--- src/hw/rtl/assert_macros.svh ---
// Assertion helpers for the record deframer. Both macros sample on the rising
// edge of clk and are disabled while arst_n is low.
`ifndef ASSERT_MACROS_SVH
`define ASSERT_MACROS_SVH

// General concurrent property.
`define RDMC_ASSERT(label, prop, msg) \
	label: assert property (@(posedge clk) disable iff (!arst_n) (prop)) else $error(msg);

// Same-cycle implication.
`define RDMC_ASSERT_IMPLY(label, ante, cons, msg) \
	`RDMC_ASSERT(label, (ante) |-> (cons), msg)

`endif

--- src/hw/rtl/rdmc_pkg.sv ---
`default_nettype none
package rdmc_pkg;

	localparam logic [31:0] CRC_POLY     = 32'h82F63B78;
	localparam logic [31:0] MASK_DELTA   = 32'hA282EAD8;
	localparam logic [63:0] FRAME_BYTES  = 64'd16;
	localparam int          OUT_TDATA_W  = 144;

	typedef enum logic [2:0] {
		ST_OK          = 3'd0,
		ST_LEN_CRC_ERR = 3'd1,
		ST_PAY_CRC_ERR = 3'd2,
		ST_TRUNCATED   = 3'd3,
		ST_CLEAN_END   = 3'd4
	} status_t;

	// One result as produced by the parser, before the running offset is added.
	typedef struct packed {
		logic        kind;
		logic [7:0]  payload_byte;
		status_t     status;
		logic [63:0] record_length;
	} rec_token_t;

	typedef struct packed {
		logic full;
		logic empty;
	} fifo_status_t;

endpackage
`default_nettype wire

--- src/hw/rtl/rdmc_front.sv ---
`default_nettype none
module rdmc_front import rdmc_pkg::*; (
	input  wire logic       clk,
	input  wire logic       arst_n,
	input  wire logic       accept,
	input  wire logic [7:0] in_byte,
	input  wire logic       end_of_stream,
	output logic            push,
	output rec_token_t      token
);

	typedef enum logic [1:0] {
		PH_LEN     = 2'd0,
		PH_LEN_CRC = 2'd1,
		PH_PAYLOAD = 2'd2,
		PH_PAY_CRC = 2'd3
	} phase_t;

	function automatic logic [31:0] crc32c_byte(input logic [31:0] crc, input logic [7:0] b);
		logic [31:0] c;
		c = crc ^ {24'h0, b};
		for (int i = 0; i < 8; i++) begin
			c = c[0] ? ((c >> 1) ^ CRC_POLY) : (c >> 1);
		end
		return c;
	endfunction

	function automatic logic [31:0] mask_crc(input logic [31:0] crc);
		logic [31:0] c;
		c = ~crc;
		return {c[14:0], c[31:15]} + MASK_DELTA;
	endfunction

	phase_t      phase_q, phase_n;
	logic [2:0]  cnt_q, cnt_n;
	logic [63:0] len_q, len_n;
	logic [63:0] rem_q, rem_n;
	logic [31:0] crc_q, crc_n;
	logic [31:0] rx_q, rx_n;
	logic [31:0] rx_cur;
	logic        crc_match;

	// Received CRC field including the byte of this beat.
	always_comb begin
		rx_cur = rx_q;
		rx_cur[{cnt_q[1:0], 3'b000} +: 8] = in_byte;
	end

	assign crc_match = (rx_cur == mask_crc(crc_q));

	always_comb begin
		phase_n = phase_q;
		cnt_n   = cnt_q;
		len_n   = len_q;
		rem_n   = rem_q;
		crc_n   = crc_q;
		rx_n    = rx_q;
		push    = 1'b0;
		token   = '0;
		if (accept) begin
			if (end_of_stream) begin
				push      = 1'b1;
				token.kind = 1'b1;
				if (phase_q == PH_LEN && cnt_q == 3'd0) begin
					token.status = ST_CLEAN_END;
				end else begin
					token.status        = ST_TRUNCATED;
					token.record_length = (phase_q == PH_LEN) ? 64'd0 : len_q;
				end
				phase_n = PH_LEN;
				cnt_n   = '0;
				len_n   = '0;
				rem_n   = '0;
				crc_n   = '1;
				rx_n    = '0;
			end else begin
				case (phase_q)
					PH_LEN: begin
						len_n[{cnt_q, 3'b000} +: 8] = in_byte;
						crc_n = crc32c_byte(crc_q, in_byte);
						cnt_n = cnt_q + 3'd1;
						if (cnt_q == 3'd7) begin
							phase_n = PH_LEN_CRC;
							rx_n    = '0;
						end
					end
					PH_LEN_CRC: begin
						rx_n  = rx_cur;
						cnt_n = cnt_q + 3'd1;
						if (cnt_q[1:0] == 2'd3) begin
							cnt_n = '0;
							rx_n  = '0;
							if (!crc_match) begin
								push                = 1'b1;
								token.kind          = 1'b1;
								token.status        = ST_LEN_CRC_ERR;
								token.record_length = len_q;
								phase_n = PH_LEN;
								len_n   = '0;
								rem_n   = '0;
								crc_n   = '1;
							end else begin
								crc_n   = '1;
								rem_n   = len_q;
								phase_n = (len_q == 64'd0) ? PH_PAY_CRC : PH_PAYLOAD;
							end
						end
					end
					PH_PAYLOAD: begin
						crc_n = crc32c_byte(crc_q, in_byte);
						rem_n = rem_q - 64'd1;
						if (rem_q == 64'd1) begin
							phase_n = PH_PAY_CRC;
							cnt_n   = '0;
							rx_n    = '0;
						end
						push               = 1'b1;
						token.payload_byte = in_byte;
					end
					PH_PAY_CRC: begin
						rx_n  = rx_cur;
						cnt_n = cnt_q + 3'd1;
						if (cnt_q[1:0] == 2'd3) begin
							push                = 1'b1;
							token.kind          = 1'b1;
							token.status        = crc_match ? ST_OK : ST_PAY_CRC_ERR;
							token.record_length = len_q;
							phase_n = PH_LEN;
							cnt_n   = '0;
							len_n   = '0;
							rem_n   = '0;
							crc_n   = '1;
							rx_n    = '0;
						end
					end
					default: begin
						phase_n = PH_LEN;
					end
				endcase
			end
		end
	end

	always_ff @(posedge clk or negedge arst_n) begin
		if (!arst_n) begin
			phase_q <= PH_LEN;
			cnt_q   <= '0;
			len_q   <= '0;
			rem_q   <= '0;
			crc_q   <= '1;
			rx_q    <= '0;
		end else begin
			phase_q <= phase_n;
			cnt_q   <= cnt_n;
			len_q   <= len_n;
			rem_q   <= rem_n;
			crc_q   <= crc_n;
			rx_q    <= rx_n;
		end
	end

endmodule
`default_nettype wire

--- src/hw/rtl/rdmc_fifo.sv ---
`default_nettype none
module rdmc_fifo import rdmc_pkg::*; #(
	parameter int DEPTH = 4
) (
	input  wire logic        clk,
	input  wire logic        arst_n,
	input  wire logic        push,
	input  wire rec_token_t  wdata,
	input  wire logic        pop,
	output rec_token_t       rdata,
	output fifo_status_t     stat
);

	localparam int AW = (DEPTH > 1) ? $clog2(DEPTH) : 1;
	localparam int CW = $clog2(DEPTH + 1);

	rec_token_t    mem_q [DEPTH];
	logic [AW-1:0] wr_ptr_q, rd_ptr_q;
	logic [CW-1:0] count_q;

	function automatic logic [AW-1:0] ptr_inc(input logic [AW-1:0] p);
		return (p == AW'(DEPTH - 1)) ? '0 : p + 1'b1;
	endfunction

	assign rdata      = mem_q[rd_ptr_q];
	assign stat.full  = (count_q == CW'(DEPTH));
	assign stat.empty = (count_q == '0);

	always_ff @(posedge clk) begin
		if (push) begin
			mem_q[wr_ptr_q] <= wdata;
		end
	end

	always_ff @(posedge clk or negedge arst_n) begin
		if (!arst_n) begin
			wr_ptr_q <= '0;
			rd_ptr_q <= '0;
			count_q  <= '0;
		end else begin
			if (push) begin
				wr_ptr_q <= ptr_inc(wr_ptr_q);
			end
			if (pop) begin
				rd_ptr_q <= ptr_inc(rd_ptr_q);
			end
			if (push && !pop) begin
				count_q <= count_q + 1'b1;
			end else if (pop && !push) begin
				count_q <= count_q - 1'b1;
			end
		end
	end

endmodule
`default_nettype wire

--- src/hw/rtl/rdmc_back.sv ---
`default_nettype none
module rdmc_back import rdmc_pkg::*; (
	input  wire logic                    clk,
	input  wire logic                    arst_n,
	input  wire rec_token_t              token,
	input  wire fifo_status_t            stat,
	output logic                         pop,
	output logic                         m_axis_tvalid,
	input  wire logic                    m_axis_tready,
	output logic [OUT_TDATA_W-1:0]       m_axis_tdata,
	output logic                         m_axis_tuser
);

	logic        valid_q;
	logic [63:0] total_q;
	logic        kind_q;
	logic [7:0]  byte_q;
	status_t     status_q;
	logic [63:0] len_q;
	logic        good_rec;

	assign pop      = !stat.empty && (!valid_q || m_axis_tready);
	assign good_rec = token.kind && (token.status == ST_OK);

	always_ff @(posedge clk or negedge arst_n) begin
		if (!arst_n) begin
			valid_q <= 1'b0;
			total_q <= '0;
		end else begin
			if (pop) begin
				valid_q <= 1'b1;
				if (good_rec) begin
					total_q <= total_q + token.record_length + FRAME_BYTES;
				end
			end else if (m_axis_tready) begin
				valid_q <= 1'b0;
			end
		end
	end

	always_ff @(posedge clk) begin
		if (pop) begin
			kind_q   <= token.kind;
			byte_q   <= token.payload_byte;
			status_q <= token.status;
			len_q    <= token.record_length;
		end
	end

	// The running total is already the value that belongs to the held beat.
	assign m_axis_tvalid = valid_q;
	assign m_axis_tuser  = kind_q;
	assign m_axis_tdata  = {5'b0, total_q, len_q, status_q, byte_q};

endmodule
`default_nettype wire

--- src/hw/rtl/record_deframer_masked_crc32c.sv ---
`default_nettype none
// Record deframer with masked CRC32C checks. The input stream carries one byte
// per beat; a beat with tlast set marks the end of the stream and carries no
// byte. Each record is an 8-byte little-endian length, a 4-byte masked CRC32C
// of that length, the payload, and a 4-byte masked CRC32C of the payload (the
// mask rotates the finalized CRC right by 15 and adds 0xA282EAD8). Payload
// bytes come out one per beat with tuser low; each record ends with one status
// beat (tuser high) that reports ok, a length or payload CRC mismatch, a
// truncated stream or a clean end, with the header length and the running
// byte count of good records (header and trailer included, modulo 2^64).
// After any status the parser starts again at a length field. The block takes
// one byte per cycle while the queue has room, limited by the bytewise CRC32C
// update in the parser; results pass through a FIFO_DEPTH-entry queue and an
// output register. The input stalls only when that queue is full. No clearing
// pass is needed after reset.
`include "assert_macros.svh"
module record_deframer_masked_crc32c import rdmc_pkg::*; #(
	parameter int FIFO_DEPTH = 4
) (
	input  wire logic                   clk,
	input  wire logic                   arst_n,
	input  wire logic                   s_axis_tvalid,
	output logic                        s_axis_tready,
	input  wire logic [7:0]             s_axis_tdata,  // [7:0] in_byte
	input  wire logic                   s_axis_tlast,  // end_of_stream
	output logic                        m_axis_tvalid,
	input  wire logic                   m_axis_tready,
	// [7:0] payload_byte, [10:8] status, [74:11] record_length,
	// [138:75] stream_offset, [143:139] zero
	output logic [OUT_TDATA_W-1:0]      m_axis_tdata,
	output logic                        m_axis_tuser   // kind
);

	logic         accept;
	logic         push;
	logic         pop;
	rec_token_t   token_w;
	rec_token_t   token_r;
	fifo_status_t fifo_stat;

	// A beat is taken whenever the queue has room, whether or not it yields a
	// result; the parser state only moves on accepted beats.
	assign s_axis_tready = !fifo_stat.full;
	assign accept        = s_axis_tvalid && s_axis_tready;

	rdmc_front u_front (
		.clk           (clk),
		.arst_n        (arst_n),
		.accept        (accept),
		.in_byte       (s_axis_tdata),
		.end_of_stream (s_axis_tlast),
		.push          (push),
		.token         (token_w)
	);

	rdmc_fifo #(
		.DEPTH (FIFO_DEPTH)
	) u_fifo (
		.clk    (clk),
		.arst_n (arst_n),
		.push   (push),
		.wdata  (token_w),
		.pop    (pop),
		.rdata  (token_r),
		.stat   (fifo_stat)
	);

	// The back end keeps the running offset and holds the output beat.
	rdmc_back u_back (
		.clk           (clk),
		.arst_n        (arst_n),
		.token         (token_r),
		.stat          (fifo_stat),
		.pop           (pop),
		.m_axis_tvalid (m_axis_tvalid),
		.m_axis_tready (m_axis_tready),
		.m_axis_tdata  (m_axis_tdata),
		.m_axis_tuser  (m_axis_tuser)
	);

	// The parser must never produce a result into a full queue.
	`RDMC_ASSERT_IMPLY(a_no_push_full, push, !fifo_stat.full, "result pushed into full queue")
	// The back end must never take from an empty queue.
	`RDMC_ASSERT_IMPLY(a_no_pop_empty, pop, !fifo_stat.empty, "pop from empty queue")
	// A payload beat always carries a zero status field.
	`RDMC_ASSERT_IMPLY(a_payload_status, m_axis_tvalid && !m_axis_tuser,
		m_axis_tdata[10:8] == ST_OK, "payload beat with nonzero status")

endmodule
`default_nettype wire

--- config.mk ---
export PLATFORM = sky130hd
export DESIGN_NAME = record_deframer_masked_crc32c
export DESIGN_NICKNAME = d
export VERILOG_FILES = /design/src/hw/rtl/rdmc_pkg.sv /design/src/hw/rtl/rdmc_front.sv /design/src/hw/rtl/rdmc_fifo.sv /design/src/hw/rtl/rdmc_back.sv /design/src/hw/rtl/record_deframer_masked_crc32c.sv
export VERILOG_INCLUDE_DIRS = /design/src /design/src/hw/rtl
export SDC_FILE = /design/constraint.sdc
export NUM_CORES = 1
export LEC_CHECK = 0
export ABC_AREA = 0
export BUFFER_PORTS_ARGS = -buffer_cell sky130_fd_sc_hd__buf_2
export CORE_MARGIN = 1.5
export CORE_UTILIZATION = 55
export DETAILED_ROUTE_END_ITERATION = 8
export GPL_TIMING_DRIVEN = 0
export PLACE_DENSITY = 0.73
export SETUP_SLACK_MARGIN = 0.05
export SLEW_MARGIN = 15
export SYNTH_ARGS = -nofsm -noshare
export SYNTH_HDL_FRONTEND = slang
export SYNTH_HIERARCHICAL = 1
export SYNTH_SLANG_ARGS = --single-unit
--- constraint.sdc ---
create_clock -name clk -period 12.75 [get_ports clk]
set_input_delay 1.9125 -clock clk [delete_from_list [all_inputs] [get_ports clk]]
set_output_delay 1.9125 -clock clk [all_outputs]
set_load 0.01 [all_outputs]
* Word-level counts from Yosys, hierarchy flattened
Memories as Yosys holds them, arrays and structs flattened.
Index checks and enable logic that the tools add are counted.
** Storage, ports and cells
- Register bits :: 345
- Bits in latches :: 0
- Bits in writable memories :: 304
- ROM bits :: 0
- Input bits :: 13
- Memories kept :: 1
** Memories
- u_fifo.mem_q :: words 4, width 76, read ports 1, clocked after memory_dff 0, wr ports 1, line rdmc_fifo.sv:17 : rec_token_t mem_q [DEPTH];
** Operators by class
- Add/subtract/negate cells :: 11
- Multiply operators :: 0
- Divide/modulo/power cells :: 0
- Order comparisons :: 0
- Equal/unequal tests :: 15
- Shift operators :: 4
- Multiplexer cells :: 65
- Bitwise gates (word level) :: 10
- Reduce and logical (&&, ||, !) cells :: 30
** Operators by type and width (number)
- $mux 32 :: 14
- $mux 64 :: 7
- $pmux 64 s3 :: 2
- $mux 67 :: 3
- $not 16->17 :: 8
- $pmux 67 s2 :: 1
- $pmux 32 s3 :: 1
- $mux 76 :: 1
- $mux 65 :: 1
- $add 64x5->64 const B :: 1
- $add 64x64->64 :: 1
- $bwmux 64 :: 1
- $eq 64x1->1 const B :: 1
- $logic_not 64->1 :: 1
- $pmux 32 s2 :: 1
- $shift 8x8->64 const A :: 1
- $shiftx 8x8->64 :: 1
- $sub 64x1->64 const B :: 1
- $add 32x32->32 const B :: 1
- $bwmux 32 :: 1
- $eq 32x32->1 :: 1
- $not 32->32 :: 1
- $shift 8x7->32 const A :: 1
- $shiftx 8x7->32 :: 1
- other kinds (32) :: 82

* Depth between registers and ports, before layout
- Depth after elaboration :: 19
- Mapped depth :: 18
- Depth with buffers taken out :: 16

* Modules after synthesis
Netlist, hierarchy kept.
** By module, submodules not included
- rdmc_front :: instances 1, cells an instance 1501, area an instance 13207.7 µm², seq. area each 4969.8 µm²
- rdmc_fifo :: instances 1, cells an instance 435, area an instance 11392.2 µm², seq. area each 9303.9 µm²
- rdmc_back :: instances 1, cells an instance 931, area an instance 9268.9 µm², seq. area each 3908.7 µm²
- record_deframer_masked_crc32c :: instances 1, cells an instance 2, area an instance 10.0 µm², seq. area each 0.0 µm²

* Worst setup path after synthesis
OpenSTA, ideal clock, no wires.
- Path type :: input to register
- From :: input m_axis_tready
- To :: register u_back.total_q[56]
- Setup time :: 0.122 ns
- Data arrival time :: 7.437 ns
- Path slack :: 5.192 ns
- Stages on the path :: 7
- Buffers on the path :: 2
- Cell sequence :: inv_1 a21oi_1 nand2_1 clkbuf_1 clkbuf_1 a22oi_1 nand2_1
** Between the ends
- Longest elaborated chain between the ends :: 3
** RTL lines
- start, declared :: line record_deframer_masked_crc32c.sv:27 : input wire logic m_axis_tready,
- $logic_or 1x1->1 :: line rdmc_back.sv:22 : assign pop = !stat.empty && (!valid_q || m_axis_tready);
- $logic_and 1x1->1 :: line rdmc_back.sv:22
- net pop :: line record_deframer_masked_crc32c.sv:36 : logic pop;
- $reduce_and 2->1 (no source line)
- end signal, assigned :: line rdmc_back.sv:33 : total_q <= total_q + token.record_length + FRAME_BYTES;
- end, declared :: line rdmc_back.sv:15 : logic [63:0] total_q;
The timed path passes the listed nets, and every way through them passes these cells.
A chain may end at the register's enable or synchronous reset.

* Worst setup path after layout
- From :: register u_front.cnt_q[0]
- To :: register u_fifo.count_q[1]
** Between the ends
- Longest elaborated chain between the ends :: 12
- Elaborated cells on any way between the ends :: 17
- Those cells by class :: add/sub (1); eq/ne (2); shift (2); mux (8); reduce/logical (4)
** RTL lines
- start, declared :: line rdmc_front.sv:35 : logic [2:0] cnt_q, cnt_n;
- start signal, assigned :: line rdmc_front.sv:154 : cnt_q <= cnt_n;
- $neg 5->7 :: line rdmc_front.sv:46 : rx_cur[{cnt_q[1:0], 3'b000} +: 8] = in_byte;
- $shiftx 8x7->32 or $shift 8x7->32 (tied branches) :: line rdmc_front.sv:46
- $bwmux 32 :: line rdmc_front.sv:46
- $eq 32x32->1 :: line rdmc_front.sv:49 : assign crc_match = (rx_cur == mask_crc(crc_q));
- $mux 1 :: line rdmc_front.sv:93 : if (!crc_match) begin
- $mux 1 :: line rdmc_front.sv:90 : if (cnt_q[1:0] == 2'd3) begin
- $pmux 1 s3 * :: line rdmc_front.sv:77 : case (phase_q)
- $mux 1 * :: line rdmc_front.sv:61 : if (end_of_stream) begin
- $mux 1 * :: line rdmc_front.sv:60 : if (accept) begin
- net push :: line record_deframer_masked_crc32c.sv:35 : logic push;
- $logic_not 1->1 :: line rdmc_fifo.sv:49 : end else if (pop && !push) begin
- $logic_and 1x1->1 :: line rdmc_fifo.sv:49
- $reduce_bool 2->1 (no source line)
- end signal, assigned :: line rdmc_fifo.sv:48 : count_q <= count_q + 1'b1;
- end signal, assigned :: line rdmc_fifo.sv:50 : count_q <= count_q - 1'b1;
- end, declared :: line rdmc_fifo.sv:19 : logic [CW-1:0] count_q;
The timed path passes the listed nets; every way through them passes the cells marked *.

==> summary.md <==
| Metric | Value |
|---|---|
| Status | `complete, no violations` |
| EDFF count, synth | `380` |
| Final nets | `3267` |
| Total of flip-flops plus latches after synthesis | `649` |
| Routed length per placed instance | `25.34 um` |
| Via count of the first global-routing pass | `24780` |
| Setup TNS after final layout | `0 ns` |
| Die width | `251.2 um` |
| Quantity of gates resized following cts | `0` |
| Number of cells produced by synthesis | `about 2900` |
| Pleak | `approximately 0.015 uW` |
| Filler cell count | `4668` |
| Final worst clock skew | `0.03296 ns` |
| 1st-iter DRT viols | `2320` |
| Setup Buffers After CTS | `0` |
| Slowest Stage Delay on Critical Path | `~0.57 ns` |
| Portion of synthesized cell area occupied by the leading cell type | `33.68%` |
| Cell chosen for the clock root | `sky130_fd_sc_hd__clkbuf_16` |
| Kind of capture point of the worst setup path | `flop` |
| Largest fanout of any net on the critical path | `12` |
| Sink of the worst hold path | `u_front/rem_q[28]$_DFFE_PN0P_` |
| CP startpoint kind | `flop` |
| Unrepaired setup endpoints after global routing | `no` |
| Proportion of register bits with asynchronous set or reset after synthesis | `41.45%` |
| Drt pass-1 iters | `5` |
| Cell area power density | `258.0 nW/um2` |
| Clock sink count | `649` |
| Headroom to the max-slew limit | `33.24%` |
| Combined area of all synthesized cells | `33880 um2` |
| Worst-case clock buffer depth | `3` |
| Placeable core area | `roughly 60000 um2` |
| CTS H-tree lvls | `3` |
| Final antenna-violating net count | `0` |
| Actual slew at the worst max-slew pin | `~0.99 ns` |
| Standard-cell rows | `90` |
| Final-report max-slew violation count | `0` |
| Sum of internal, switching and leakage power | `9867 uW` |
| Number of vias per cell after detailed routing | `6.420` |
| IR Drop Worst-Case VDD | `157.6 uV` |
| Number of max-cap violations | `0` |
| Global-route wire length before repair | `151300 um` |
| Register-to-register setup slack | `7.10 ns` |
| Launch point of the worst reg-to-reg path | `u_front/cnt_q[0]$_DFFE_PN0P_` |
| Post-layout min period | `5.651 ns` |
| Most numerous cell types in the synthesized netlist | `sky130_fd_sc_hd__edfxtp_1, sky130_fd_sc_hd__dfrtp_1, sky130_fd_sc_hd__nand2_1, sky130_fd_sc_hd__a21oi_1, sky130_fd_sc_hd__nor2_1` |
| Clock network fraction of total power | `20.6%` |
| Die footprint | `about 63000 um2` |
| Largest net degree at the start of global routing | `82` |
| Remaining global-route overflow | `0` |
| Internal power summed over all cells | `5738 uW` |
| Number of buffers added on ports | `149` |
| Number of top-level design ports | `160` |
| Count leader, synth | `sky130_fd_sc_hd__edfxtp_1` |
| Clock tree from TritonCTS | `built` |
| Net load switching power | `~4100 uW` |
| Startpoint of the worst setup timing path | `u_front/cnt_q[0]$_DFFE_PN0P_` |
| Worst reg2reg endpoint | `u_fifo/count_q[1]$_DFFE_PN0P_` |
| Share of final-layout standard cells stronger than drive strength 1 | `16.01%` |
| Share of total power consumed by net switching | `41.85%` |
| Average cell area after synthesis | `about 12 um2` |
| Worst Reg2Reg Path Length in Cells | `15` |
| Setup Viol. Count Final | `0` |
| Clock-pin slew reported for the worst setup and hold paths after clock tree synthesis | `0.06 ns` |
| Final weighted congestion in routability-driven placement | `about 1.0` |
| Worst path top cell family by delay | `compound AO/OA/AOI/OAI gates` |
| Die height | `251.2 um` |
| Data required time at the worst endpoint | `13.23 ns` |
| Main synth FF type | `sky130_fd_sc_hd__edfxtp_1` |
| Worst-path cell chain | `clkbuf_1 -> inv_1 -> ha_1 -> and4bb_1 -> a211oi_1 -> nor4bb_1 -> o22ai_1 -> a2111oi_2 -> nand3_1 -> o31a_1 -> o41a_1 -> ha_1 -> inv_1 -> fa_1 -> mux2_2` |
| Inserted Clock Buffers | `70` |
| Via count of the routed design | `25330` |
| DRC | `0` |
| Cell variety after synth | `119` |
| Number of hold violations in the final report | `0` |
| Starting density of the core | `55.92%` |
| Hold crit path type | `flop to flop` |
| Post-detailed-placement half-perimeter wirelength | `73440 um` |
| Sequential share of power | `29.1%` |
| Maximum achievable frequency | `177.0 MHz` |
| Total detailed-routing wirelength | `99990 um` |
| Hold Path Stages | `2` |
| Worst-skew pair later-pin latency | `0.63 ns` |
| Yosys warns | `6` |
| Worst Path Buf+Inv | `3` |
| Area growth from synthesis to layout | `12.89%` |
| Critical path start-end classification | `flop to flop` |
| Critical-path cell with the highest stage delay | `sky130_fd_sc_hd__dfrtp_1` |
| Total routing usage reported by global routing | `between 30% and 40%` |
| Ranking of synthesized cells by area | `sky130_fd_sc_hd__edfxtp_1, sky130_fd_sc_hd__dfrtp_1, sky130_fd_sc_hd__ha_1` |
| Worst hold path startpoint | `u_front/rem_q[28]$_DFFE_PN0P_` |
| Total of hold buffers inserted after clock tree synthesis | `0` |
| Combinational share of power | `50.3%` |
| Antenna violations before repair | `2` |
| Arr. time, crit path | `6.13 ns` |
| Final clock period utilization by the worst path | `44.32%` |
| Biggest area consumer among synthesized cells | `sky130_fd_sc_hd__edfxtp_1` |
| Proportion of synthesized chip area in sequential cells | `53.67%` |
[cell usage in the layout (no fill, tap or decap), types with 71 or more instances in the layout]
cell type                   Yosys  final
sky130_fd_sc_hd__xnor2_1      121    121
sky130_fd_sc_hd__edfxtp_1     380    380
sky130_fd_sc_hd__nand3_1       71     71
sky130_fd_sc_hd__and2_1        76     72
sky130_fd_sc_hd__ha_1         148    148
sky130_fd_sc_hd__clkbuf_1     106    121
sky130_fd_sc_hd__nand2_1      231    231
sky130_fd_sc_hd__mux4_2        76     76
sky130_fd_sc_hd__a21oi_1      190    189
sky130_fd_sc_hd__buf_2         38    186
sky130_fd_sc_hd__dfrtp_1      237    237
sky130_fd_sc_hd__clkbuf_16      0     74
sky130_fd_sc_hd__o21ai_0      147    147
sky130_fd_sc_hd__nor2_1       179    179
[power groups by stage]
stage,registers (uW),logic (uW),clock network [uW]
5_1_grt,2900,5410,2150
4_1_cts,2870,4900,2070
2_1_floorplan,2950,3430,0
3_5_place_dp,2910,4850,0
6_report,2870,4960,2040
3_3_place_gp,2920,4770,0
[sequential cells by signal, summed over array words and instances (netlist names)]
register / cells
u_fifo/wr_ptr_q: 2
u_front/phase_q: 2
u_front/len_q: 64
u_back/m_axis_tvalid: 1
u_front/rem_q: 64
u_fifo/rd_ptr_q: 2
u_fifo/mem_q: 304
u_back/m_axis_tuser: 1
u_back/len_q: 64
u_fifo/count_q: 3
u_front/rx_q: 32
u_back/total_q: 64
u_back/status_q: 3
u_front/crc_q: 32
u_front/cnt_q: 3
u_back/byte_q: 8
[metrics by stage]
step	utilization [%]	hold slack [ns]	setup slack, ns	cells	cell area [um2]
after floorplan	-	0.4446	5.192	2873	33890
after CTS	63.12	0.4819	7.266	3943	38240
after global placement	58.79	0.4603	0.5488	3804	35620
final	63.13	0.4865	7.099	3945	38250
after detailed placement	59.30	0.4578	6.849	3814	35920
after global routing	63.12	0.5113	6.814	3943	38240
[metal layers]
layer	share of wire (%)	global-route usage, %	wire, um
met5	0.034	0	34
met3	7.7	5.208	7687
met1	42	44.37	42210
met4	3.0	10.31	2959
met2	47	50.74	47100
[tightest hold or removal path, delay by kind of cell (launching register included)]
family,cells,cell delay (ns)
AO/OA/AOI/OAI,1,0.06
AND/OR/NAND/NOR,1,0.06
flip-flops,1,0.34
[layout make-up]
class	count	area [um2]	share of cell area, %
flip-flops and latches	649	18180	47.54
multi-input cells	2006	14770	38.63
clock buffers	96	2004	5.241
repair buffers	159	1031	2.696
well taps	782	978.4	2.558
plain buffers	163	752.0	1.966
clock inverters	33	312.8	0.8178
inverters	55	206.4	0.5398
diodes	2	5.005	0.01309
[worst max-delay path by stage]
| stage | end | slack (ns) | cells after the start |
|---|---|---|---|
| after floorplan | u_back/total_q[56]$_DFFE_PN0P_ | 5.19 | 7 |
| after global routing | u_fifo/count_q[1]$_DFFE_PN0P_ | 6.81 | 16 |
| final | u_fifo/count_q[1]$_DFFE_PN0P_ | 7.10 | 15 |
| after detailed placement | u_fifo/count_q[1]$_DFFE_PN0P_ | 6.85 | 13 |
| after CTS | u_fifo/count_q[1]$_DFFE_PN0P_ | 7.27 | 16 |
| after global placement | u_back/total_q[50]$_DFFE_PN0P_ | 0.55 | 7 |
[kinds of logic after synthesis]
group	Yosys count	synth area share, %
compound gates	742	14.81
xor+xnor	186	5.126
fa+ha+maj	150	5.584
buf+inv	218	2.829
flops	649	53.67
mux	85	5.333
other cells	1	0.01107
simple gates	838	12.64
Power figures use the tool's default switching activity.
